### config.mk
export PLATFORM = sky130hd
export DESIGN_NAME = block_transfer_sequencer_top
export DESIGN_NICKNAME = d
export VERILOG_FILES = /design/src/hw/rtl/bts_pkg.sv /design/src/hw/rtl/bts_step.sv /design/src/hw/rtl/block_transfer_sequencer_top.sv
export SDC_FILE = /design/constraint.sdc
export NUM_CORES = 1
export LEC_CHECK = 0
export BUFFER_PORTS_ARGS = -buffer_cell sky130_fd_sc_hd__buf_2
export CAP_MARGIN = 20
export CORE_ASPECT_RATIO = 1.25
export CORE_MARGIN = 3
export CORE_UTILIZATION = 50
export DETAILED_ROUTE_END_ITERATION = 8
export PLACE_DENSITY = 0.81
export RECOVER_POWER = 25
export SETUP_SLACK_MARGIN = 0.3
export SYNTH_ARGS = -nofsm -noshare
export SYNTH_HDL_FRONTEND = slang
export SYNTH_SLANG_ARGS = --single-unit
### constraint.sdc
create_clock -name clock -period 6.7 [get_ports clock]
set_clock_uncertainty 0.2 [all_clocks]
set_input_delay 1.005 -clock clock [delete_from_list [all_inputs] [get_ports clock]]
set_output_delay 1.005 -clock clock [all_outputs]
set_load 0.1 [all_outputs]
### src/hw/rtl/bts_pkg.sv
package bts_pkg;

   // Event codes carried in the func field
   localparam logic [2:0] FUNC_BEGIN    = 3'd0;
   localparam logic [2:0] FUNC_CHUNK    = 3'd1;
   localparam logic [2:0] FUNC_COMPLETE = 3'd2;
   localparam logic [2:0] FUNC_CLEAR    = 3'd3;
   localparam logic [2:0] FUNC_TAKE     = 3'd4;
   localparam logic [2:0] FUNC_READY    = 3'd5;
   localparam logic [2:0] FUNC_RESERVED = 3'd6;

   // Outcome codes
   localparam logic [1:0] OUT_OK    = 2'd0;
   localparam logic [1:0] OUT_RETRY = 2'd1;
   localparam logic [1:0] OUT_ERROR = 2'd2;

   // Backend completion codes
   localparam logic [2:0] CC_OK        = 3'd0;
   localparam logic [2:0] CC_NOT_READY = 3'd1;
   localparam logic [2:0] CC_RANGE     = 3'd2;
   localparam logic [2:0] CC_INVALID   = 3'd3;
   localparam logic [2:0] CC_OTHER     = 3'd4;

   // Sense keys and additional sense codes
   localparam logic [3:0] KEY_NOT_READY = 4'd2;
   localparam logic [3:0] KEY_MEDIUM    = 4'd3;
   localparam logic [3:0] KEY_ILLEGAL   = 4'd5;
   localparam logic [3:0] KEY_ATTENTION = 4'd6;

   localparam logic [7:0] ASC_NO_MEDIUM   = 8'h3a;
   localparam logic [7:0] ASC_LBA_RANGE   = 8'h21;
   localparam logic [7:0] ASC_INVALID_CDB = 8'h24;
   localparam logic [7:0] ASC_BAD_LUN     = 8'h25;
   localparam logic [7:0] ASC_CHANGED     = 8'h28;
   localparam logic [7:0] ASC_WRITE_ERR   = 8'h0c;
   localparam logic [7:0] ASC_READ_ERR    = 8'h11;

   localparam logic [15:0] SECTOR_BYTES = 16'd512;

   typedef struct packed {
      logic [2:0]  func;
      logic [7:0]  lun;
      logic        is_write;
      logic [31:0] lba;
      logic [31:0] byte_count;
      logic [31:0] chunk_offset;
      logic [15:0] sector_size;
      logic        medium_unlocked;
      logic [31:0] medium_sectors;
      logic [31:0] medium_generation;
      logic [2:0]  completion_code;
      logic        backend_accepts;
   } bts_req_type;

   typedef struct packed {
      logic [1:0]  outcome;
      logic [15:0] done_bytes;
      logic        sense_valid;
      logic [3:0]  sense_key;
      logic [7:0]  sense_code;
      logic        request_valid;
      logic        request_write;
      logic [31:0] request_lba;
      logic [6:0]  request_sectors;
      logic [31:0] read_total;
      logic [31:0] write_total;
   } bts_rsp_type;

   // Command pipeline state, updated once per item
   typedef struct packed {
      logic        active;
      logic        dir_write;
      logic [31:0] next_sector;
      logic [31:0] bytes_left;
      logic        in_flight;
      logic        result_ready;
      logic        last_write_wait;
      logic [15:0] in_flight_bytes;
      logic [2:0]  held_code;
      logic        held_unlocked;
      logic [31:0] seen_generation;
      logic [31:0] read_count;
      logic [31:0] write_count;
   } bts_state_type;

   typedef struct packed {
      logic [3:0] key;
      logic [7:0] code;
   } bts_sense_type;

   // Map a backend status code to sense key and additional code
   function automatic bts_sense_type sense_for(logic [2:0] code, logic wr);
      bts_sense_type s;
      case (code)
         CC_NOT_READY: s = '{key: KEY_NOT_READY, code: ASC_NO_MEDIUM};
         CC_RANGE:     s = '{key: KEY_ILLEGAL, code: ASC_LBA_RANGE};
         CC_INVALID:   s = '{key: KEY_ILLEGAL, code: ASC_INVALID_CDB};
         default:      s = '{key: KEY_MEDIUM, code: (wr ? ASC_WRITE_ERR : ASC_READ_ERR)};
      endcase
      return s;
   endfunction

endpackage

### src/hw/rtl/bts_step.sv
module bts_step
   import bts_pkg::*;
#(
   parameter int BATCH_BYTES = 4096
) (
   input  bts_state_type cur,
   input  bts_req_type   item,
   output bts_state_type nxt,
   output bts_rsp_type   rsp
);

   localparam logic [31:0] BatchBytes = 32'(BATCH_BYTES);

   logic          bytes_ok;
   logic [32:0]   chunk_sector;
   logic          chunk_pos_bad;
   logic [31:0]   chunk_secs;
   logic [31:0]   left_after;
   logic [31:0]   sector_after;
   logic [31:0]   next_batch;
   logic [31:0]   room;
   bts_sense_type snd;

   // Shared chunk checks and arithmetic
   always_comb begin
      bytes_ok = (item.byte_count != 32'd0) && (item.byte_count <= BatchBytes) &&
                 (item.byte_count[8:0] == 9'd0) && (item.chunk_offset[8:0] == 9'd0);
      chunk_sector  = {1'b0, item.lba} + {10'd0, item.chunk_offset[31:9]};
      chunk_pos_bad = chunk_sector[32] || (chunk_sector[31:0] != cur.next_sector) ||
                      (item.byte_count > cur.bytes_left);
      chunk_secs    = {9'd0, item.byte_count[31:9]};
      left_after    = cur.bytes_left - item.byte_count;
      sector_after  = cur.next_sector + chunk_secs;
      next_batch    = (left_after < BatchBytes) ? left_after : BatchBytes;
      room          = item.medium_sectors - item.lba;
   end

   // Per-item state update and result
   always_comb begin
      nxt = cur;
      rsp = '0;
      snd = '0;
      case (item.func)
         FUNC_BEGIN: begin
            nxt.active          = 1'b0;
            nxt.in_flight       = 1'b0;
            nxt.result_ready    = 1'b0;
            nxt.last_write_wait = 1'b0;
            rsp.outcome         = OUT_RETRY;
            rsp.sense_valid     = 1'b1;
            if (item.lun != 8'd0) begin
               snd = '{key: KEY_ILLEGAL, code: ASC_BAD_LUN};
            end else if (item.sector_size != SECTOR_BYTES || item.byte_count == 32'd0 ||
                         item.byte_count[8:0] != 9'd0) begin
               snd = sense_for(CC_INVALID, item.is_write);
            end else if (!item.medium_unlocked || item.medium_sectors == 32'd0) begin
               snd = '{key: KEY_NOT_READY, code: ASC_NO_MEDIUM};
            end else if (item.lba >= item.medium_sectors || chunk_secs > room) begin
               snd = sense_for(CC_RANGE, item.is_write);
            end else begin
               rsp.sense_valid = 1'b0;
               rsp.outcome     = OUT_OK;
               nxt.active      = 1'b1;
               nxt.dir_write   = item.is_write;
               nxt.next_sector = item.lba;
               nxt.bytes_left  = item.byte_count;
            end
         end
         FUNC_CHUNK: begin
            if (item.lun != 8'd0) begin
               rsp.outcome     = OUT_ERROR;
               rsp.sense_valid = 1'b1;
               snd = '{key: KEY_ILLEGAL, code: ASC_BAD_LUN};
            end else if (!bytes_ok) begin
               rsp.outcome     = OUT_ERROR;
               rsp.sense_valid = 1'b1;
               snd = sense_for(CC_INVALID, item.is_write);
            end else if (!cur.active || cur.dir_write != item.is_write) begin
               rsp.outcome     = OUT_ERROR;
               rsp.sense_valid = 1'b1;
               snd = sense_for(CC_NOT_READY, item.is_write);
            end else if (chunk_pos_bad) begin
               rsp.outcome     = OUT_ERROR;
               rsp.sense_valid = 1'b1;
               snd = sense_for(CC_INVALID, item.is_write);
            end else if (cur.in_flight) begin
               rsp.outcome = OUT_RETRY;
            end else if (cur.result_ready && (cur.held_code != CC_OK || !cur.held_unlocked)) begin
               // Failed batch: drop the command and report the held status
               nxt.active          = 1'b0;
               nxt.in_flight       = 1'b0;
               nxt.result_ready    = 1'b0;
               nxt.last_write_wait = 1'b0;
               rsp.outcome         = OUT_ERROR;
               rsp.sense_valid     = 1'b1;
               snd = sense_for((cur.held_code != CC_OK) ? cur.held_code : CC_NOT_READY,
                               item.is_write);
            end else if (item.is_write) begin
               nxt.result_ready = 1'b0;
               if (cur.last_write_wait) begin
                  // Final write has completed: finish the command
                  nxt.last_write_wait = 1'b0;
                  nxt.active          = 1'b0;
                  rsp.done_bytes      = item.byte_count[15:0];
               end else if (!item.backend_accepts) begin
                  rsp.outcome = OUT_RETRY;
               end else begin
                  rsp.request_valid   = 1'b1;
                  rsp.request_write   = 1'b1;
                  rsp.request_lba     = cur.next_sector;
                  rsp.request_sectors = item.byte_count[15:9];
                  nxt.in_flight_bytes = item.byte_count[15:0];
                  nxt.in_flight       = 1'b1;
                  if (item.byte_count == cur.bytes_left) begin
                     nxt.last_write_wait = 1'b1;
                     rsp.outcome         = OUT_RETRY;
                  end else begin
                     nxt.bytes_left  = left_after;
                     nxt.next_sector = sector_after;
                     rsp.done_bytes  = item.byte_count[15:0];
                  end
               end
            end else if (!cur.result_ready) begin
               // Read with nothing fetched yet: start the fetch
               rsp.outcome = OUT_RETRY;
               if (item.backend_accepts) begin
                  rsp.request_valid   = 1'b1;
                  rsp.request_lba     = cur.next_sector;
                  rsp.request_sectors = item.byte_count[15:9];
                  nxt.in_flight_bytes = item.byte_count[15:0];
                  nxt.in_flight       = 1'b1;
               end
            end else begin
               // Read data delivered; prefetch the next batch, or finish the command if none is left
               nxt.result_ready = 1'b0;
               nxt.bytes_left   = left_after;
               nxt.next_sector  = sector_after;
               nxt.read_count   = cur.read_count + item.byte_count;
               rsp.done_bytes   = item.byte_count[15:0];
               if (left_after != 32'd0) begin
                  if (item.backend_accepts) begin
                     rsp.request_valid   = 1'b1;
                     rsp.request_lba     = sector_after;
                     rsp.request_sectors = next_batch[15:9];
                     nxt.in_flight_bytes = next_batch[15:0];
                     nxt.in_flight       = 1'b1;
                  end
               end else begin
                  nxt.active = 1'b0;
               end
            end
         end
         FUNC_COMPLETE: begin
            if (cur.in_flight) begin
               nxt.in_flight     = 1'b0;
               nxt.result_ready  = 1'b1;
               nxt.held_code     = item.completion_code;
               nxt.held_unlocked = item.medium_unlocked;
               if (cur.dir_write && item.completion_code == CC_OK && item.medium_unlocked) begin
                  nxt.write_count = cur.write_count + {16'd0, cur.in_flight_bytes};
               end
            end
         end
         FUNC_CLEAR: begin
            nxt.active          = 1'b0;
            nxt.in_flight       = 1'b0;
            nxt.result_ready    = 1'b0;
            nxt.last_write_wait = 1'b0;
         end
         FUNC_TAKE: begin
            rsp.read_total  = cur.read_count;
            rsp.write_total = cur.write_count;
            nxt.read_count  = '0;
            nxt.write_count = '0;
         end
         FUNC_READY: begin
            rsp.outcome     = OUT_RETRY;
            rsp.sense_valid = 1'b1;
            if (item.lun != 8'd0) begin
               snd = '{key: KEY_ILLEGAL, code: ASC_BAD_LUN};
            end else if (!item.medium_unlocked || item.medium_sectors == 32'd0) begin
               nxt.seen_generation = item.medium_generation;
               snd = '{key: KEY_NOT_READY, code: ASC_NO_MEDIUM};
            end else if (cur.seen_generation != item.medium_generation) begin
               nxt.seen_generation = item.medium_generation;
               snd = '{key: KEY_ATTENTION, code: ASC_CHANGED};
            end else begin
               rsp.sense_valid = 1'b0;
               rsp.outcome     = OUT_OK;
            end
         end
         default: begin
            rsp.outcome = OUT_ERROR;
         end
      endcase
      if (rsp.sense_valid) begin
         rsp.sense_key  = snd.key;
         rsp.sense_code = snd.code;
      end
   end

endmodule

### src/hw/rtl/block_transfer_sequencer_top.sv
// Channel   Direction  Ports                                Payload
// req       in         req_valid, req_ready, req_data       bts_req_type
// rsp       out        rsp_valid, rsp_ready, rsp_data       bts_rsp_type
//
// One item per cycle sustained while rsp_ready is high; each item passes the
// input register and then the result register, where its result is valid.
// Command state updates as the item moves into the result register, so items
// are handled strictly in order through a single step of logic.
// A stalled result holds the input register; req_ready drops only then.
// Reset (synchronous) clears both valid flags and all command state.
module block_transfer_sequencer_top
   import bts_pkg::*;
#(
   parameter int BATCH_BYTES = 4096
) (
   input  logic        clock,
   input  logic        reset,
   input  logic        req_valid,
   output logic        req_ready,
   input  bts_req_type req_data,
   output logic        rsp_valid,
   input  logic        rsp_ready,
   output bts_rsp_type rsp_data
);

   logic          in_valid_ff, in_valid_in;
   bts_req_type   in_item_ff;
   logic          out_valid_ff, out_valid_in;
   bts_rsp_type   out_item_ff;
   bts_state_type state_ff, state_in;
   bts_rsp_type   step_rsp;
   logic          advance;

   // Item moves on when the result register is free or being emptied
   assign advance   = in_valid_ff && (!out_valid_ff || rsp_ready);
   assign req_ready = !in_valid_ff || advance;

   bts_step #(
      .BATCH_BYTES(BATCH_BYTES)
   ) u_step (
      .cur (state_ff),
      .item(in_item_ff),
      .nxt (state_in),
      .rsp (step_rsp)
   );

   always_comb begin
      in_valid_in  = (req_valid && req_ready) || (in_valid_ff && !advance);
      out_valid_in = advance || (out_valid_ff && !rsp_ready);
   end

   // Control state
   always_ff @(posedge clock) begin
      if (reset) begin
         in_valid_ff  <= 1'b0;
         out_valid_ff <= 1'b0;
         state_ff     <= '0;
      end else begin
         in_valid_ff  <= in_valid_in;
         out_valid_ff <= out_valid_in;
         if (advance) begin
            state_ff <= state_in;
         end
      end
   end

   // Payload registers
   always_ff @(posedge clock) begin
      if (req_valid && req_ready) begin
         in_item_ff <= req_data;
      end
      if (advance) begin
         out_item_ff <= step_rsp;
      end
   end

   assign rsp_valid = out_valid_ff;
   assign rsp_data  = out_item_ff;

   // A batch in flight and a held completion never coexist
   a_flight_excl: assert property (@(posedge clock) disable iff (reset)
      !(state_ff.in_flight && state_ff.result_ready))
      else $error("in_flight and result_ready both set");

   // Waiting on the final write only within an active write command
   a_last_write: assert property (@(posedge clock) disable iff (reset)
      state_ff.last_write_wait |-> (state_ff.active && state_ff.dir_write))
      else $error("last_write_wait outside active write");

   // An issued batch never comes with an error outcome
   a_req_no_err: assert property (@(posedge clock) disable iff (reset)
      (advance && step_rsp.request_valid) |=> (rsp_data.outcome != OUT_ERROR))
      else $error("batch issued with error outcome");

   // Completed bytes only on success
   a_done_ok: assert property (@(posedge clock) disable iff (reset)
      (rsp_valid && rsp_data.done_bytes != 16'd0) |-> (rsp_data.outcome == OUT_OK))
      else $error("done_bytes on non-success");

endmodule
==> metrics.md, run 1 <==
| Metric | Value |
|---|---|
| FMAX | 169 MHz |
| Routed wire length | 87.3 mm |
| CP max stage delay | 0.55 ns |
| Pre-antenna DRT Iters | 7 |
| Least-Margin Pin Slew | 3.01 ns |
| CORE AREA | 58700 um2 |
| Leading cell type in the layout, fill and taps excluded | edfxtp_1 |
| CP Launch Type | flip-flop |
| Grt total ovfl | 0 |
| Die height | 279 um |
| Number of global-route vias before repair | 24500 |
| Via count | 25200 |
| Worst EP required | 7.02 ns |
| Pwr/cell area | 240 nW/um2 |
| Synth area leader | edfxtp_1 |
| Share of layout cells above drive strength 1 | 14.2% |
| Total die area | 62600 um2 |
| CP Buf/Inv Count | 2 |
| Slew headroom | -101% |
| Port buffer count | 331 |
| HPWL Detailed | 65.6 mm |
| # IOs | 335 |
| Dpl cells | 4035 |
| Setup TNS Final | 0 ns |
| # Max-Cap Violations | 3 |
| Final Max Tran Viols | 179 |
| Initial antenna violation count | 4 |
| Fin cells | 4139 |
| CP top delay family | simple AND/OR/NAND/NOR gates |
| Syn Inst Count | 3037 |
| First-pass GRT wire length | 134 mm |
| Data arrival time of the critical path | 6.25 ns |
| Synth top area share | 32.9% |
| ANT nets after route | 0 |
| Final period util | 88.5% |
| Root Buffer | clkbuf_16 |
| GPL Wtd Cong | 0.972 |
| Status | finished with violations |
| Starting Density | 50.8% |
| Asr flop ratio synth | 0% |
| Chip Width | 224 um |
| Max rail drop VDD | 0.239 mV |
| Synthesized area | 29800 um2 |
| H-tree levels | 2 |
| Routed WL per cell | 21.1 um |
| # DRC | 0 |
| Slowest stage cell, crit path | nor4_1 |
| Post-synth EDFFs | 326 |
| TritonCTS clock tree | done |
| Layout area overhead | 14.1% |
| Synthesized area per cell | 9.81 um2 |
| Seq/Total Area, Yosys | 45.4% |
| Setup repair after global routing missed its margin | false |
| Clk sink count | 513 |
| Critical path capture point type | flip-flop |
| Cell Chain, Critical Path | inv_1 -> ha_1 -> nor2b_1 -> o31a_1 -> o211ai_1 -> nand2_1 -> a21o_1 -> a21o_1 -> xnor2_1 -> ha_1 -> nand4_1 -> nor4_1 -> o21ai_0 -> nor4b_1 -> nor4_1 -> and4b_1 -> nand2_1 -> o31ai_4 -> nor3_2 -> o21ai_4 -> buf_4 -> a221oi_1 -> nor3_1 |
| Crit path time final | 5.93 ns |
| Clock slew at reported path FFs | 0.06 ns |
| Setup Viol. Count Final | 0 |
| Worst-skew pair later-pin latency | 0.63 ns |
| Hold-fix buffers, CTS | 0 |
| Maximum clock path buffer count | 3 |
| Critical path class | reg -> reg |
| GR Util All Layers | 27.0% |
| Core Rows | 99 |
| Critical path peak fanout | 46 |
| Synth cell types | 96 |
| Fill cells | 5083 |
| Hold crit path type | reg -> reg |
| Fin nets | 3716 |
| Largest net degree at the start of global routing | 124 |
| Vias per cell | 6.10 |
| Yosys reg bits | 513 |
| DRT iter0 DRCs | 1804 |
| Leak | 13.7 nW |
| Synth warnings | 0 |
| Most frequent cells in the layout | edfxtp_1 (326), buf_2 (305), nor2_1 (296) |
| Synth area leaders | edfxtp_1 (33%), dfxtp_1 (13%), ha_1 (7.6%) |
| Failing checks | max-capacitance violations, max-slew violations |
| Final Hold Viols | 0 |
| CTS buffer count | 53 |
| Prevailing post-synth register cell | edfxtp_1 |
==> worst min-delay path: cells and delay by family (launching register included) <==
family,cells,cell delay (ns)
compound gates,1,0.05
flops,1,0.31
simple gates,1,0.05
==> stage by stage <==
| stage | setup WS [ns] | hold slack [ns] | cell area [um2] | power [mW] | utilization (%) |
|---|---|---|---|---|---|
| CTS | 0.540 | 0.256 | 34000 | 8.18 | 58.0 |
| finish | 0.767 | 0.254 | 34000 | 8.14 | 57.9 |
| global route | 0.317 | 0.273 | 34000 | 8.42 | 57.9 |
| detailed placement | 0.626 | 0.247 | 32100 | 4.98 | 54.7 |
| global placement | 0.782 | 0.241 | 32100 | 4.96 | 54.7 |
| floorplan | 1.47 | 0.232 | 29900 | 4.61 | - |
==> kinds of logic after synthesis <==
group                    synth area share, %
flip-flops                              45.4
buffers and inverters                   3.69
AND/OR/NAND/NOR                         18.3
adder cells (fa/ha/maj)                 7.96
other                                 0.0126
multiplexers                            1.81
AO/OA/AOI/OAI                           16.9
XOR/XNOR                                5.88
==> power by group <==
group          switching (mW)  leakage, nW  internal (mW)
clock network            1.33        0.916           1.88
logic                   0.934         8.17          0.409
registers               0.101         4.62           3.49
total                    2.37         13.7           5.78
==> synth_stat cells, types with 35 or more instances <==
library cell and number:
a21oi_1 219, a22oi_1 40, and2_1 83, nand4_1 52, nor2b_1 39, clkbuf_1 78
nand2_1 208, a221oi_1 47, o21ai_0 112, nand3_1 107, nor2_1 297, ha_1 180
dfxtp_1 187, nor4_1 55, xor2_1 91, nor3_1 105, edfxtp_1 326, buf_2 35
inv_1 109, mux2i_1 54, xnor2_1 109, a21o_1 61
==> cell type report <==
cell class / instances / area (um2) / share of cell area [%]
multi-input combinational: 2289 / 15300 / 45.0
sequential: 513 / 13500 / 39.8
timing repair buffer: 366 / 1890 / 5.57
clock buffer: 61 / 1370 / 4.02
tap: 757 / 947 / 2.79
clock inverter: 39 / 528 / 1.55
inverter: 110 / 413 / 1.21
antenna: 4 / 10.0 / 0.0294
==> registers in the layout, summed over array words and instances (netlist names) <==
signal / flops
rsp_valid: 1
in_valid_ff: 1
rsp_data: 133
state_ff: 185
in_item_ff: 193
==> per-layer routing <==
metal | wire length [um] | global-route usage, % | vias up
met4 | 5830 | 16.2 | 0
met1 | 33200 | 31.6 | 12000
li1 | - | - | 11900
met5 | 0 | 0 | -
met3 | 5530 | 3.86 | 286
met2 | 42800 | 47.1 | 1091
==> worst paths after layout <==
path / from / end / slack, ns / cells past startpoint
worst max-delay path: in_item_ff[150]$_DFFE_PP_ / state_ff[134]$_SDFFE_PP0P_ / 0.77 / 23
worst min register to register: state_ff[125]$_SDFFE_PP0P_ / state_ff[125]$_SDFFE_PP0P_ / 0.25 / 2
worst max register to register: in_item_ff[150]$_DFFE_PP_ / state_ff[134]$_SDFFE_PP0P_ / 0.77 / 23
worst min-delay path: state_ff[125]$_SDFFE_PP0P_ / state_ff[125]$_SDFFE_PP0P_ / 0.25 / 2
==> timing repair <==
action	4_1_cts	5_1_grt
setup buffers	0	0
gates resized for setup	0	2
endpoints found under the setup margin	0	45
Power figures use the tool's default switching activity.
==> run 2, diff against run 1 <==
--- a/config.mk
+++ b/config.mk
@@ -13,3 +13,3 @@
 export DETAILED_ROUTE_END_ITERATION = 8
-export PLACE_DENSITY = 0.81
+export PLACE_DENSITY = 0.84
 export RECOVER_POWER = 25
==> constraint.sdc (replaced) <==
create_clock -name clock -period 5.3 [get_ports clock]
set_clock_uncertainty 0.2 [all_clocks]
set_input_delay 0.795 -clock clock [delete_from_list [all_inputs] [get_ports clock]]
set_output_delay 0.795 -clock clock [all_outputs]
set_load 0.05 [all_outputs]
==> metrics.md, run 2 (same netlist as run 1, synthesis figures left out) <==
| Metric | Value |
|---|---|
| Routed wire length | 96.7 mm (+11%) |
| Initial antenna violation count | 9 (+5) |
| Pre-antenna DRT Iters | 6 (-1) |
| H-tree levels | 2 (unchanged) |
| Number of global-route vias before repair | 25800 (+5.3%) |
| ANT nets after route | 0 (unchanged) |
| Max rail drop VDD | 0.284 mV (+19%) |
| Port buffer count | 331 (unchanged) |
| Final Max Tran Viols | 53 (-70%) |
| Starting Density | 50.8% (unchanged) |
| # Max-Cap Violations | 1 (-2) |
| Total die area | 62600 um2 (unchanged) |
| Core Rows | 99 (unchanged) |
| DRT iter0 DRCs | 2367 (+31%) |
| Critical path depth | 26 (+13%) |
| Power, Total | 9.93 mW (+22%) |
| Data arrival time of the critical path | 5.60 ns (-0.65 ns) |
| Least-Margin Pin Slew | 3.69 ns (+0.679 ns) |
| Critical path class | reg -> reg |
| Grt total ovfl | 0 (unchanged) |
| Hold endpoint | in_item_ff[98]$_DFFE_PP_ |
| Worst Reg-to-Reg Cells | 26 (+13%) |
| Dpl ws | -0.238 ns (-0.864 ns) |
| Die height | 279 um (unchanged) |
| First-pass GRT wire length | 141 mm (+5.5%) |
| RR Endpoint | state_ff[139]$_SDFFE_PP0P_ |
| Setup ws final | 0.0132 ns (-0.754 ns) |
| CORE AREA | 58700 um2 (unchanged) |
| Clock slew at reported path FFs | 0.07 ns (about the same) |
| GR Util All Layers | 28.7% (+1.7 points) |
| Setup Viol. Count Final | 0 (unchanged) |
| Share of layout cells above drive strength 1 | 22.9% (+8.7 points) |
| Final hold slack | 0.130 ns (-0.124 ns) |
| Layout area overhead | 22.6% |
| Final Hold Viols | 0 (unchanged) |
| Pwr/cell area | 272 nW/um2 (+14%) |
| FMAX | 189 MHz (+12%) |
| CTS buffer count | 50 (-5.7%) |
| Fin nets | 3858 (+3.8%) |
| Most frequent cells in the layout | edfxtp_1 (326), buf_2 (314), nor2_1 (258) |
| Worst EP required | 5.61 ns (-1.41 ns) |
| Slew headroom | -146% (-45 points) |
| HPWL Detailed | 68.2 mm (+4.0%) |
| # IOs | 335 (unchanged) |
| Routed WL per cell | 22.6 um (+7.1%) |
| Slowest stage cell, crit path | edfxtp_1 |
| Number of flip-flops in the largest register | 193 (unchanged) |
| Vias per cell | 6.27 (+2.8%) |
| Hold depth | 1 (-1) |
| CP Buf/Inv Count | 6 (+4) |
| Reg-to-reg slack, setup | 0.01 ns (-0.75 ns) |
| Setup repair after global routing missed its margin | true |
| Hold crit path type | in -> reg |
| Setup TNS Final | 0 ns (unchanged) |
| Worst flop-to-flop path startpoint | in_item_ff[43]$_DFFE_PP_ |
| CP top delay family | simple AND/OR/NAND/NOR gates |
| Status | finished with violations |
| # DRC | 0 (unchanged) |
| Most Frequent Cell on Critical Path | buf_4 |
| Root Buffer | clkbuf_16 |
| Final period util | 99.8% (+11 points) |
| Failing checks | max-capacitance violations, max-slew violations |
| Via count | 26800 (+6.3%) |
| Chip Width | 224 um (unchanged) |
| Fill cells | 4630 (-8.9%) |
| GPL Wtd Cong | 1.00 (+3.0%) |
| TritonCTS clock tree | done |
| Maximum clock path buffer count | 3 (unchanged) |
| CP Launch Type | flip-flop |
| Crit path time final | 5.29 ns (-0.646 ns) |
| Critical path capture point type | flip-flop |
| Clk sink count | 513 (unchanged) |
| Min-delay src | req_data[98] |
| Largest net degree at the start of global routing | 78 (-37%) |
| Worst-skew pair later-pin latency | 0.64 ns (about the same) |
| Leak | 14.8 nW (+8.4%) |
| Critical path peak fanout | 9 (-80%) |
| Largest Register | in_item_ff |
| Leading cell type in the layout, fill and taps excluded | edfxtp_1 |
| CP max stage delay | 0.39 ns (-0.16 ns) |
[run 2: cell count changes in the layout (fill, tap and decap cells not counted), sizes merged]
cell / previous run / this run
clkinv: 20 / 23
buf: 338 / 488
diode: 4 / 10
clkbuf: 89 / 79
inv: 115 / 113
clkinvlp: 4 / 7
bufinv: 10 / 4
[run 2: where the power goes]
group          internal, mW  switching [mW]
combinational         0.653            1.14
sequential             4.41           0.116
clock                  1.97            1.65
[run 2: routing by layer]
layer | global-route usage (%) | vias up | wire length [um]
met5 | 0 | - | 13
met4 | 19.4 | 2 | 8140
met3 | 4.73 | 488 | 7910
met2 | 49.1 | 1526 | 46500
met1 | 33.1 | 12600 | 34200
li1 | - | 12200 | -
[run 2: area by class of cell]
class                   count  area [um2]  share of cell area, %
clock inverters            37         374                   1.02
multi-input cells        2289       16500                   45.1
clock buffers              56        1270                   3.49
repair buffers            511        3490                   9.57
inverters                 110         413                   1.13
flip-flops and latches    513       13500                   37.1
well taps                 757         947                   2.59
diodes                     10        25.0                 0.0685
[run 2: worst max path at each step]
stage,slack (ns),startpoint,to
floorplan,0.22,in_item_ff[149]$_DFFE_PP_,state_ff[148]$_SDFFE_PP0P_
global placement,-0.11,in_item_ff[37]$_DFFE_PP_,state_ff[181]$_SDFFE_PP0P_
detailed placement,-0.24,in_item_ff[44]$_DFFE_PP_,state_ff[120]$_SDFFE_PP0P_
CTS,0.13,in_item_ff[37]$_DFFE_PP_,state_ff[147]$_SDFFE_PP0P_
global route,-0.19,in_item_ff[156]$_DFFE_PP_,state_ff[139]$_SDFFE_PP0P_
finish,0.01,in_item_ff[43]$_DFFE_PP_,state_ff[139]$_SDFFE_PP0P_
[run 2: per-stage QoR]
step / cell area (um2) / cells / util, %
floorplan: 29900 / 3054 / -
global placement: 33000 / 4131 / 56.2
detailed placement: 33000 / 4131 / 56.2
CTS: 35300 / 4246 / 60.1
global route: 36500 / 4278 / 62.2
finish: 36500 / 4283 / 62.2
[run 2: what timing repair did]
item | CTS | global route
pin swaps | 30 | 66
buffers inserted | 18 | 18
hold endpoints to repair | 0 | 0
gates resized for setup | 77 | 189
setup endpoints to repair | 111 | 170
gates cloned | 4 | 9
hold buffers | 0 | 0
